===== config.mk =====
export PLATFORM = sky130hd
export DESIGN_NAME = asr_envelope_generator
export DESIGN_NICKNAME = d
export VERILOG_FILES = /design/src/rtl/asrenv_pkg.sv /design/src/rtl/asrenv_step.sv /design/src/rtl/asr_envelope_generator.sv
export SDC_FILE = /design/constraint.sdc
export NUM_CORES = 1
export LEC_CHECK = 0
export ABC_AREA = 1
export BUFFER_PORTS_ARGS = -buffer_cell sky130_fd_sc_hd__buf_4
export CAP_MARGIN = 40
export CORE_AREA = 5 5 157 159
export CTS_BUF_LIST = sky130_fd_sc_hd__clkbuf_8 sky130_fd_sc_hd__clkbuf_16
export CTS_CLUSTER_SIZE = 28
export DETAILED_ROUTE_END_ITERATION = 6
export DIE_AREA = 0 0 162 164
export PLACE_DENSITY = 0.8
export SETUP_SLACK_MARGIN = 0.02
export SYNTH_ARGS = -nofsm -noshare
export SYNTH_HDL_FRONTEND = slang
export SYNTH_SLANG_ARGS = --single-unit

===== constraint.sdc =====
create_clock -name clk -period 5.1 [get_ports clk]
set_input_delay 0.255 -clock clk [delete_from_list [all_inputs] [get_ports clk]]
set_output_delay 0.255 -clock clk [all_outputs]
set_load 0.02 [all_outputs]

===== src/rtl/asrenv_pkg.sv =====
`default_nettype none
// ----------------------------------------------------------------------------
// asrenv_pkg
// Shared types, codes and reset values for the ASR envelope generator.
// ----------------------------------------------------------------------------
package asrenv_pkg;

	localparam int VALUE_BITS_DEFAULT = 24;

	// Configuration port geometry: five 32-bit registers at byte addresses 4*i.
	localparam int ADDR_BITS = 5;
	localparam int DATA_BITS = 32;

	localparam logic [2:0] REG_THRESHOLD    = 3'd0;
	localparam logic [2:0] REG_SUSTAIN      = 3'd1;
	localparam logic [2:0] REG_ATTACK_STEP  = 3'd2;
	localparam logic [2:0] REG_RELEASE_STEP = 3'd3;
	localparam logic [2:0] REG_ONE_SHOT     = 3'd4;

	// Reset values at full width; the top level keeps the low bits it needs.
	localparam logic [31:0] THRESHOLD_RESET = 32'd4194304;
	localparam logic [31:0] SUSTAIN_RESET   = 32'd8388607;
	localparam logic [31:0] STEP_RESET      = 32'd190217;

	// Phase codes as they appear on the result channel.
	localparam logic [1:0] PH_CODE_IDLE    = 2'd0;
	localparam logic [1:0] PH_CODE_ATTACK  = 2'd1;
	localparam logic [1:0] PH_CODE_SUSTAIN = 2'd2;
	localparam logic [1:0] PH_CODE_RELEASE = 2'd3;

	typedef enum logic [3:0] {
		PHASE_IDLE    = 4'b0001,
		PHASE_ATTACK  = 4'b0010,
		PHASE_SUSTAIN = 4'b0100,
		PHASE_RELEASE = 4'b1000
	} phase_t;

	typedef struct packed {
		phase_t phase;
		logic   fresh;
		logic   done;
	} ctrl_t;

	function automatic logic [1:0] phase_code(input phase_t ph);
		logic [1:0] code;
		unique case (ph)
			PHASE_IDLE:    code = PH_CODE_IDLE;
			PHASE_ATTACK:  code = PH_CODE_ATTACK;
			PHASE_SUSTAIN: code = PH_CODE_SUSTAIN;
			PHASE_RELEASE: code = PH_CODE_RELEASE;
			default:       code = PH_CODE_IDLE;
		endcase
		return code;
	endfunction

endpackage
`default_nettype wire


===== src/rtl/asrenv_step.sv =====
`default_nettype none
// ----------------------------------------------------------------------------
// asrenv_step
// One sample of envelope update: edge detection, phase change and clamped step.
// ----------------------------------------------------------------------------
module asrenv_step #(
	parameter int VALUE_BITS = asrenv_pkg::VALUE_BITS_DEFAULT
) (
	input  wire logic [VALUE_BITS-1:0] sample,
	input  wire logic [VALUE_BITS-1:0] prev,
	input  wire logic [VALUE_BITS-1:0] threshold,
	input  wire logic [VALUE_BITS-2:0] hold_level,
	input  wire logic [VALUE_BITS-2:0] attack_step,
	input  wire logic [VALUE_BITS-2:0] release_step,
	input  wire logic                  one_shot,
	input  wire logic [VALUE_BITS-2:0] level,
	input  wire asrenv_pkg::ctrl_t     ctrl,
	output logic      [VALUE_BITS-1:0] prev_next,
	output logic      [VALUE_BITS-2:0] level_next,
	output asrenv_pkg::ctrl_t          ctrl_next,
	output logic      [VALUE_BITS-2:0] envelope,
	output logic      [1:0]            phase_now,
	output logic                       finished
);

	localparam int LEVEL_BITS = VALUE_BITS - 1;

	asrenv_pkg::phase_t ph_start;
	asrenv_pkg::phase_t ph_edge;
	logic               cur_hi;
	logic               prev_hi;
	logic [LEVEL_BITS:0] sum;

	assign cur_hi  = $signed(sample) >= $signed(threshold);
	assign prev_hi = $signed(prev) >= $signed(threshold);
	assign sum     = {1'b0, level} + {1'b0, attack_step};

	always_comb begin
		ph_start = (ctrl.fresh && one_shot) ? asrenv_pkg::PHASE_ATTACK : ctrl.phase;
		priority if (cur_hi && !prev_hi) begin
			ph_edge = asrenv_pkg::PHASE_ATTACK;
		end else if (!cur_hi && prev_hi) begin
			ph_edge = asrenv_pkg::PHASE_RELEASE;
		end else begin
			ph_edge = ph_start;
		end
	end

	always_comb begin
		ctrl_next  = ctrl;
		level_next = level;
		prev_next  = prev;
		envelope   = '0;
		phase_now  = asrenv_pkg::PH_CODE_IDLE;
		finished   = 1'b1;
		if (!ctrl.done) begin
			ctrl_next.fresh = 1'b0;
			ctrl_next.phase = ph_edge;
			prev_next       = sample;
			unique case (ph_edge)
				asrenv_pkg::PHASE_ATTACK: begin
					if (sum >= {1'b0, hold_level}) begin
						level_next      = hold_level;
						ctrl_next.phase = asrenv_pkg::PHASE_SUSTAIN;
					end else begin
						level_next = sum[LEVEL_BITS-1:0];
					end
				end
				asrenv_pkg::PHASE_SUSTAIN: begin
					level_next = hold_level;
				end
				asrenv_pkg::PHASE_RELEASE: begin
					if (level <= release_step) begin
						level_next      = '0;
						ctrl_next.phase = asrenv_pkg::PHASE_IDLE;
						ctrl_next.done  = one_shot;
					end else begin
						level_next = level - release_step;
					end
				end
				default: begin
					level_next = '0;
				end
			endcase
			envelope  = level_next;
			phase_now = asrenv_pkg::phase_code(ctrl_next.phase);
			finished  = ctrl_next.done;
		end
	end

endmodule
`default_nettype wire


===== src/rtl/asr_envelope_generator.sv =====
`default_nettype none
// ----------------------------------------------------------------------------
// asr_envelope_generator
// Attack-sustain-release envelope driven by threshold crossings of a trigger.
// ----------------------------------------------------------------------------
//
//  Channel   Direction  Handshake             Payload
//  --------  ---------  --------------------  ---------------------------------
//  input     in         in_valid / in_ready   trigger_sample
//  output    out        out_valid / out_ready envelope, phase_now, finished
//  config    in         APB psel/penable      paddr, pwdata, prdata
//
// Each request passes through the input register and then produces its
// result in the output register, and one request can be taken in every
// cycle while the output side keeps up.
// The envelope state advances once per request, when the input register moves
// into the output register; the compare, add and clamp sit in that one stage.
// A stalled output holds the result and the input register, and a new request
// is refused only when both are full.
// Reset is asynchronous and active low; it restores the register defaults and
// an idle, fresh envelope, with no clearing pass.
// ----------------------------------------------------------------------------
module asr_envelope_generator #(
	parameter int VALUE_BITS = asrenv_pkg::VALUE_BITS_DEFAULT
) (
	input  wire logic                             clk,
	input  wire logic                             arst_n,
	// Trigger samples
	input  wire logic                             in_valid,
	output logic                                  in_ready,
	input  wire logic [VALUE_BITS-1:0]            trigger_sample,
	// Envelope results
	output logic                                  out_valid,
	input  wire logic                             out_ready,
	output logic      [VALUE_BITS-2:0]            envelope,
	output logic      [1:0]                       phase_now,
	output logic                                  finished,
	// Configuration
	input  wire logic                             psel,
	input  wire logic                             penable,
	input  wire logic                             pwrite,
	input  wire logic [asrenv_pkg::ADDR_BITS-1:0] paddr,
	input  wire logic [asrenv_pkg::DATA_BITS-1:0] pwdata,
	output logic      [asrenv_pkg::DATA_BITS-1:0] prdata,
	output logic                                  pready
);

	localparam int LEVEL_BITS = VALUE_BITS - 1;

	// Configuration registers.
	logic [VALUE_BITS-1:0] threshold_q;
	logic [LEVEL_BITS-1:0] sustain_q;
	logic [LEVEL_BITS-1:0] attack_step_q;
	logic [LEVEL_BITS-1:0] release_step_q;
	logic                  one_shot_q;

	// Envelope state.
	asrenv_pkg::ctrl_t     ctrl_q;
	logic [LEVEL_BITS-1:0] level_q;
	logic [VALUE_BITS-1:0] prev_q;

	// Pipeline registers.
	logic                  valid_s1;
	logic [VALUE_BITS-1:0] sample_s1;
	logic                  valid_s2;
	logic [LEVEL_BITS-1:0] envelope_s2;
	logic [1:0]            phase_s2;
	logic                  finished_s2;

	// Step outputs.
	asrenv_pkg::ctrl_t     ctrl_next;
	logic [LEVEL_BITS-1:0] level_next;
	logic [VALUE_BITS-1:0] prev_next;
	logic [LEVEL_BITS-1:0] env_next;
	logic [1:0]            phase_next;
	logic                  finished_next;

	logic                  cfg_write;
	logic [2:0]            reg_index;
	logic                  advance;

	// ------------------------------------------------------------------------
	// Configuration port. The low two address bits are ignored, and indexes
	// past the last register are read as zero and written to nothing.
	// ------------------------------------------------------------------------
	assign pready    = 1'b1;
	assign reg_index = paddr[asrenv_pkg::ADDR_BITS-1:2];
	assign cfg_write = psel && penable && pwrite && pready;

	always_ff @(posedge clk or negedge arst_n) begin
		if (!arst_n) begin
			threshold_q    <= asrenv_pkg::THRESHOLD_RESET[VALUE_BITS-1:0];
			sustain_q      <= asrenv_pkg::SUSTAIN_RESET[LEVEL_BITS-1:0];
			attack_step_q  <= asrenv_pkg::STEP_RESET[LEVEL_BITS-1:0];
			release_step_q <= asrenv_pkg::STEP_RESET[LEVEL_BITS-1:0];
			one_shot_q     <= 1'b0;
		end else if (cfg_write) begin
			unique case (reg_index)
				asrenv_pkg::REG_THRESHOLD:    threshold_q    <= pwdata[VALUE_BITS-1:0];
				asrenv_pkg::REG_SUSTAIN:      sustain_q      <= pwdata[LEVEL_BITS-1:0];
				asrenv_pkg::REG_ATTACK_STEP:  attack_step_q  <= pwdata[LEVEL_BITS-1:0];
				asrenv_pkg::REG_RELEASE_STEP: release_step_q <= pwdata[LEVEL_BITS-1:0];
				asrenv_pkg::REG_ONE_SHOT:     one_shot_q     <= pwdata[0];
				default: ;
			endcase
		end
	end

	always_comb begin
		unique case (reg_index)
			asrenv_pkg::REG_THRESHOLD:    prdata = asrenv_pkg::DATA_BITS'(threshold_q);
			asrenv_pkg::REG_SUSTAIN:      prdata = asrenv_pkg::DATA_BITS'(sustain_q);
			asrenv_pkg::REG_ATTACK_STEP:  prdata = asrenv_pkg::DATA_BITS'(attack_step_q);
			asrenv_pkg::REG_RELEASE_STEP: prdata = asrenv_pkg::DATA_BITS'(release_step_q);
			asrenv_pkg::REG_ONE_SHOT:     prdata = asrenv_pkg::DATA_BITS'(one_shot_q);
			default:                      prdata = '0;
		endcase
	end

	// ------------------------------------------------------------------------
	// Handshake. The input stage moves on whenever the output register is
	// empty or being emptied in this cycle; the input register then takes
	// a new request in the same cycle.
	// ------------------------------------------------------------------------
	assign advance  = valid_s1 && (!valid_s2 || out_ready);
	assign in_ready = !valid_s1 || advance;

	always_ff @(posedge clk or negedge arst_n) begin
		if (!arst_n) begin
			valid_s1 <= 1'b0;
		end else if (in_ready) begin
			valid_s1 <= in_valid;
		end
	end

	always_ff @(posedge clk) begin
		if (in_ready && in_valid) begin
			sample_s1 <= trigger_sample;
		end
	end

	// ------------------------------------------------------------------------
	// Envelope update for the request in the input register.
	// ------------------------------------------------------------------------
	asrenv_step #(
		.VALUE_BITS(VALUE_BITS)
	) u_step (
		.sample       (sample_s1),
		.prev         (prev_q),
		.threshold    (threshold_q),
		.hold_level   (sustain_q),
		.attack_step  (attack_step_q),
		.release_step (release_step_q),
		.one_shot     (one_shot_q),
		.level        (level_q),
		.ctrl         (ctrl_q),
		.prev_next    (prev_next),
		.level_next   (level_next),
		.ctrl_next    (ctrl_next),
		.envelope     (env_next),
		.phase_now    (phase_next),
		.finished     (finished_next)
	);

	// The envelope state is control state and comes up idle and fresh, so a
	// one-shot setting written before the first sample still starts attack.
	always_ff @(posedge clk or negedge arst_n) begin
		if (!arst_n) begin
			ctrl_q  <= '{phase: asrenv_pkg::PHASE_IDLE, fresh: 1'b1, done: 1'b0};
			level_q <= '0;
			prev_q  <= '0;
		end else if (advance) begin
			ctrl_q  <= ctrl_next;
			level_q <= level_next;
			prev_q  <= prev_next;
		end
	end

	always_ff @(posedge clk or negedge arst_n) begin
		if (!arst_n) begin
			valid_s2 <= 1'b0;
		end else if (advance) begin
			valid_s2 <= 1'b1;
		end else if (out_ready) begin
			valid_s2 <= 1'b0;
		end
	end

	always_ff @(posedge clk) begin
		if (advance) begin
			envelope_s2 <= env_next;
			phase_s2    <= phase_next;
			finished_s2 <= finished_next;
		end
	end

	assign out_valid = valid_s2;
	assign envelope  = envelope_s2;
	assign phase_now = phase_s2;
	assign finished  = finished_s2;

`ifndef ASSERT_OFF
	a_done_sticky: assert property (@(posedge clk) disable iff (!arst_n)
		ctrl_q.done |=> ctrl_q.done)
		else $error("finished flag cleared without reset");

	a_fresh_cleared: assert property (@(posedge clk) disable iff (!arst_n)
		advance |=> !ctrl_q.fresh)
		else $error("fresh flag survived a sample");

	a_finished_zero: assert property (@(posedge clk) disable iff (!arst_n)
		(valid_s2 && finished_s2) |-> (envelope_s2 == '0 &&
		phase_s2 == asrenv_pkg::PH_CODE_IDLE))
		else $error("finished result with non-zero envelope or phase");

	a_refuse_only_full: assert property (@(posedge clk) disable iff (!arst_n)
		!in_ready |-> (valid_s1 && valid_s2 && !out_ready))
		else $error("input refused with room in the pipeline");
`endif

endmodule
`default_nettype wire


# After elaboration in Yosys (flattened, before gate mapping)
# Cells that the tools add are included.
# totals
out_inout_bits	61
ff_bits	199
elab_cells	71
# classes
n_addsub	2
order_cmp	4
mux	17
n_reduce_logical	21
eq_ne	10
n_bitwise	1
# ops
cell	count
one-hot mux 24 bit (5 select lines)	1
one-hot mux 23 bit (3 select lines)	1
greater-or-equal comparator 24 bit	2
two-way mux 23 bit	2
adder 23 x 23 -> 24 bit	1
greater-or-equal comparator 24 x 23 -> 1 bit	1
two-way mux 4 bit	6
<= comparator 23 bit	1
subtractor 23 bit	1
AND reduction 2 bit	6
== test 4 x 2 -> 1 bit, second input constant	2
== test 4 x 3 -> 1 bit, second input constant	2
== test 4 bit, second input constant	2
one-hot mux 4 bit (2 select lines)	1
logical AND 1 bit	7
== test 3 x 2 -> 1 bit, second input constant	2
one-hot mux 2 bit (3 select lines)	1
two-way mux 1 bit	5
zero test 1 bit	4
== test 3 x 1 -> 1 bit, second input constant	1
== test 3 bit, second input constant	1
zero test 3 bit	1
logical OR 1 bit	2
nonzero test 2 bit	1
NOT 1 bit	1

# Longest topological paths before layout
# depth
word_depth	10
ltp_mapped	26

# Hierarchy
# From an unflattened synthesis, not the netlist that was laid out.
# hier_totals
hier_cells	2087
area_unflattened_um2	14795.4
# modules_own_cells
module	seq_area_each_um2	cells_per_inst	area_each_um2	instances
asr_envelope_generator	5285.1	835	8074.0	1
asrenv_step	0.0	1252	6721.4	1

# Worst setup path before layout
# OpenSTA, ideal clock, no wires.
# synth_path
path_kind	register -> register
start	reg level_q[0]
end	reg envelope_s2[15], in the netlist envelope[15] (data pin)
arrival_ns	3.506
period_less_slack_ns	3.777
t_required_ns	4.830
path_slack_ns	1.323
path_stages_with_launch	21
path_cell_list	dfrtp_1 > ha_1 > fa_1 > nand3_1 > nand2_1 > a21boi_0 > o21ai_0 > a21oi_1 > xor2_1 > inv_1 > ha_1 > nand2_1 > inv_1 > nand3_1 > nor3_1 > nand4_2 > nand3_4 > buf_4 > nand2_1 > nand3_2 > a31oi_1
# synth_between
elab_chain_len	4
# synth_lines
element	line_no	rtl
from (decl)	asr_envelope_generator.sv:59	logic [LEVEL_BITS-1:0] level_q;
from (signal assigned)	asr_envelope_generator.sv:174	level_q <= level_next;
adder 23 x 23 -> 24 bit	asrenv_step.sv:36	assign sum = {1'b0, level} + {1'b0, attack_step};
greater-or-equal comparator 24 x 23 -> 1 bit	asrenv_step.sv:62	if (sum >= {1'b0, hold_level}) begin
two-way mux 23 bit	asrenv_step.sv:62	
one-hot mux 23 bit (3 select lines) (*)	asrenv_step.sv:60	unique case (ph_edge)
to (signal assigned)	asr_envelope_generator.sv:191	envelope_s2 <= env_next;
to (decl)	asr_envelope_generator.sv:66	logic [LEVEL_BITS-1:0] envelope_s2;
# Every way passes the cells marked *; elsewhere a longest branch is shown, timed or not.
# A chain may end at the register's enable or synchronous reset.

# Worst setup path in the final report
# layout_path
start	reg attack_step_q[0]
end	reg envelope_s2[0], in the netlist envelope[0] (data pin)
# layout_between
elab_chain_len	4
# layout_lines
element	line_no	rtl
from (decl)	asr_envelope_generator.sv:53	logic [LEVEL_BITS-1:0] attack_step_q;
from (signal assigned)	asr_envelope_generator.sv:94	attack_step_q <= asrenv_pkg::STEP_RESET[LEVEL_BITS-1:0];
from (signal assigned)	asr_envelope_generator.sv:101	asrenv_pkg::REG_ATTACK_STEP: attack_step_q <= pwdata[LEVEL_BITS-1:0];
adder 23 x 23 -> 24 bit (*)	asrenv_step.sv:36	
greater-or-equal comparator 24 x 23 -> 1 bit	asrenv_step.sv:62	
two-way mux 23 bit (*)	asrenv_step.sv:62	
one-hot mux 23 bit (3 select lines) (*)	asrenv_step.sv:60	
# Marks and branches as above.

==> out/qor.csv <==
stage;metric;value;unit
timing;finalHoldViolCount;0;
clock_network;root_buffer;clkbuf_16;
yosys;synthTopCellsByArea;dfrtp_1, nand2_1, edfxtp_1;
critical_path;cp_data_arrival_time;4.63;ns
die;initial_utilization;58.9;%
route;vias;12500;
die;die_h;164;um
power;power.leakage;0.00787;uW
critical_path;slowest_delay;0.57;ns
critical_path;cp_common_cell;nand3_1;
critical_path;cp_max_fo;24;
die;fp.dieArea;26600;um^2
critical_path;critPathSlowestCell;dfstp_2;
critical_path;r2r_end;envelope[0];
clock_network;cts_tree;yes;
finish;register_area;5290;um^2
critical_path;timing.rr.start;attack_step_q[0];
route;first_iter_violations;1024;
timing;setup_tns;0;ns
place;place.gp.congestion;0.957;
critical_path;crit_path_start;attack_step_q[0];
die;dieWidth;162;um
timing;setup_viol;0;
clock_network;hold_buffers;25;
critical_path;worstSetupEndpointType;flop;
timing;timing.fmax;226;MHz
grt;grt_max_degree;71;
die;pin_count;129;
finish;multiInputGateArea;7210;um^2
die;row_count;56;
place;hpwlAfterDp;32.3;mm
finish;final_nets;2061;
critical_path;r2r_slack;0.68;ns
timing;maxSlewViolCount;0;
clock_network;cts_max_path_buffers;2;
status;status;finished clean;
finish;n_antenna_cell;0;
grt;grt_overflow;0;
yosys;yosys_warnings;0;
yosys;synth-edff-count;50;
finish;syn_to_final_growth;14.5;%
yosys;syn_avg_cell_area;7.72;um^2
critical_path;reg2reg_depth;22;
route;viasPerCell;5.75;
critical_path;cp.required;5.31;ns
place;portBuffers;109;
yosys;yosysMostFrequentCell;nand2_1;
yosys;synth_top_area_share;19.3;%
yosys;postSynthCellCount;1763;
clock_network;cts_buffers;17;
route;drt-pass1-iter-count;5;
timing;skew;0.0214;ns
grt;grt_pass1_wl;65.3;mm
timing;finalCritPeriodShare;86.6;%
power;peakVddDrop;0.000317;V
finish;fillers;1954;
grt;antenna_found_initial;0;
clock_network;cts.repair.resized;0;
yosys;ys_types;51;
clock_network;clk_latency;0.45;ns
timing;tightestPinTransition;0.879;ns
power;fin_total_pwr;5300;uW
grt;grt_usage;31.5;%
grt;first_global_vias;12200;
power;power-per-cell-area;340;nW/um^2
critical_path;path_cells;ha_1, fa_1, nand3_1, nand2_1, a21boi_0, buf_4, o21ai_0, nand3_1, nand2_1, xnor2_1, inv_1, ha_1, nand2_1, nor2_1, nand3_1, nor2_1, nor2_4, nand3_4, nand2_1, nand3_1, nand3_1, and2_1;
yosys;syn_area;13600;um^2
yosys;yosys_most_used_dff;dfrtp_1;
timing;fin_crit;4.42;ns
clock_network;cts.sinks;199;
die;core-area;23100;um^2
clock_network;path_clk_slew;0.09;ns
place;dp.cells;2120;
yosys;async_flop_share;74.9;%
timing;rsz0062_at_grt;false;
yosys;ys_top_cells_by_count;nand2_1, inv_1, o21ai_0;
finish;instances_no_fill;2177;
worst_hold_path;holdCritPathClass;in2reg;
clock_network;h-tree-depth;4;
flow_run;drv_cap;0;
yosys;synth.largest_area_cell;dfrtp_1;
yosys;yosysSeqAreaShare;38.8;%
critical_path;worst-setup-path-type;reg2reg;
finish;layout-drive-gt1-share;13.4;%
route;wire_per_inst;19.1;um
clock_network;cts_setup_buffers;0;
yosys;ys_seq_elements;199;
timing;slew_headroom;41.3;%
route;drtAntennaViolNets;0;
critical_path;start_kind;flop;
route;drc;0;
critical_path;cp-endpoint;envelope[0];
route;drt_wl_total;41.5;mm
-- how the worst min path moves through the flow --
stage                        start                 to  slack [ns]  cells past startpoint
after floorplan             arst_n  attack_step_q[11]       -0.04                      0
after global routing      in_valid           valid_s1        0.02                      3
final                     in_valid           valid_s1        0.02                      3
after global placement      arst_n         prev_q[17]        0.30                      1
after detailed placement    arst_n         prev_q[19]        0.30                      1
after CTS                 in_valid           valid_s1       0.008                      3
-- cells by family after synthesis --
family	Yosys count	synth area share, %
buffers and inverters	288	8.51
flip-flops	199	38.8
other	2	0.0552
AND/OR/NAND/NOR	803	25.9
AO/OA/AOI/OAI	312	13.0
XOR/XNOR	40	2.57
adder cells (fa/ha/maj)	119	11.1
-- cell usage in the layout, fill, tap and decap left out, types with 50 or more instances in the layout --
master	synthesis	routed
nor2_1	113	112
ha_1	117	117
a21oi_1	80	80
o21ai_0	152	152
buf_4	10	124
edfxtp_1	50	50
nand3_1	110	110
dfrtp_1	105	105
inv_1	216	216
nand2_1	479	479
-- layer usage --
metal  share of wire, %  global-route usage [%]  wire length [um]
met4                2.6                    9.38              1090
met1                 42                    42.4             17700
met5                  0                       0                 0
met2                 46                    51.4             19200
met3                8.7                    7.18              3620
-- state kept, by name, summed over array words and instances, names as in the netlist --
register	cells
ctrl_q	6
release_step_q	23
finished	1
phase_now	2
sustain_q	23
prev_q	24
one_shot_q	1
valid_s1	1
out_valid	1
attack_step_q	23
threshold_q	24
level_q	23
envelope	23
sample_s1	24
-- power breakdown --
group,switching (uW),internal [uW],total [uW]
registers,164,1870,2030
clock network,772,688,1460
logic,1210,593,1810
-- area by class of cell --
| type | count | share of cell area [%] |
|---|---|---|
| multi-input combinational | 1283 | 46.3 |
| sequential | 199 | 33.9 |
| timing repair buffer | 153 | 8.10 |
| inverter | 220 | 5.30 |
| clock buffer | 17 | 2.73 |
| tap | 290 | 2.33 |
| clock inverter | 15 | 1.36 |
-- worst max-delay path: cells and delay by family, from the launching register on --
kind | cells | cell delay [ns]
DFF | 1 | 0.57
xor gates and xnor gates | 1 | 0.19
AOI/OAI and AO/OA | 2 | 0.54
and+or+nand+nor | 14 | 1.87
adders and majority gates | 3 | 0.77
buffers and inverters | 2 | 0.25
-- through the flow --
| stage | cell area, um^2 | hold slack (ns) | worst slack [ns] | utilization (%) |
|---|---|---|---|---|
| after floorplan | 13600 | -0.0406 | 1.32 | - |
| after global routing | 15600 | 0.0224 | 0.325 | 67.4 |
| final | 15600 | 0.0179 | 0.682 | 67.4 |
| after CTS | 15600 | 0.00833 | 0.753 | 67.4 |
| after detailed placement | 14700 | 0.301 | 0.778 | 63.5 |
| after global placement | 14600 | 0.301 | 0.866 | 63.2 |
Note: power is estimated with default switching activity, not from simulation.
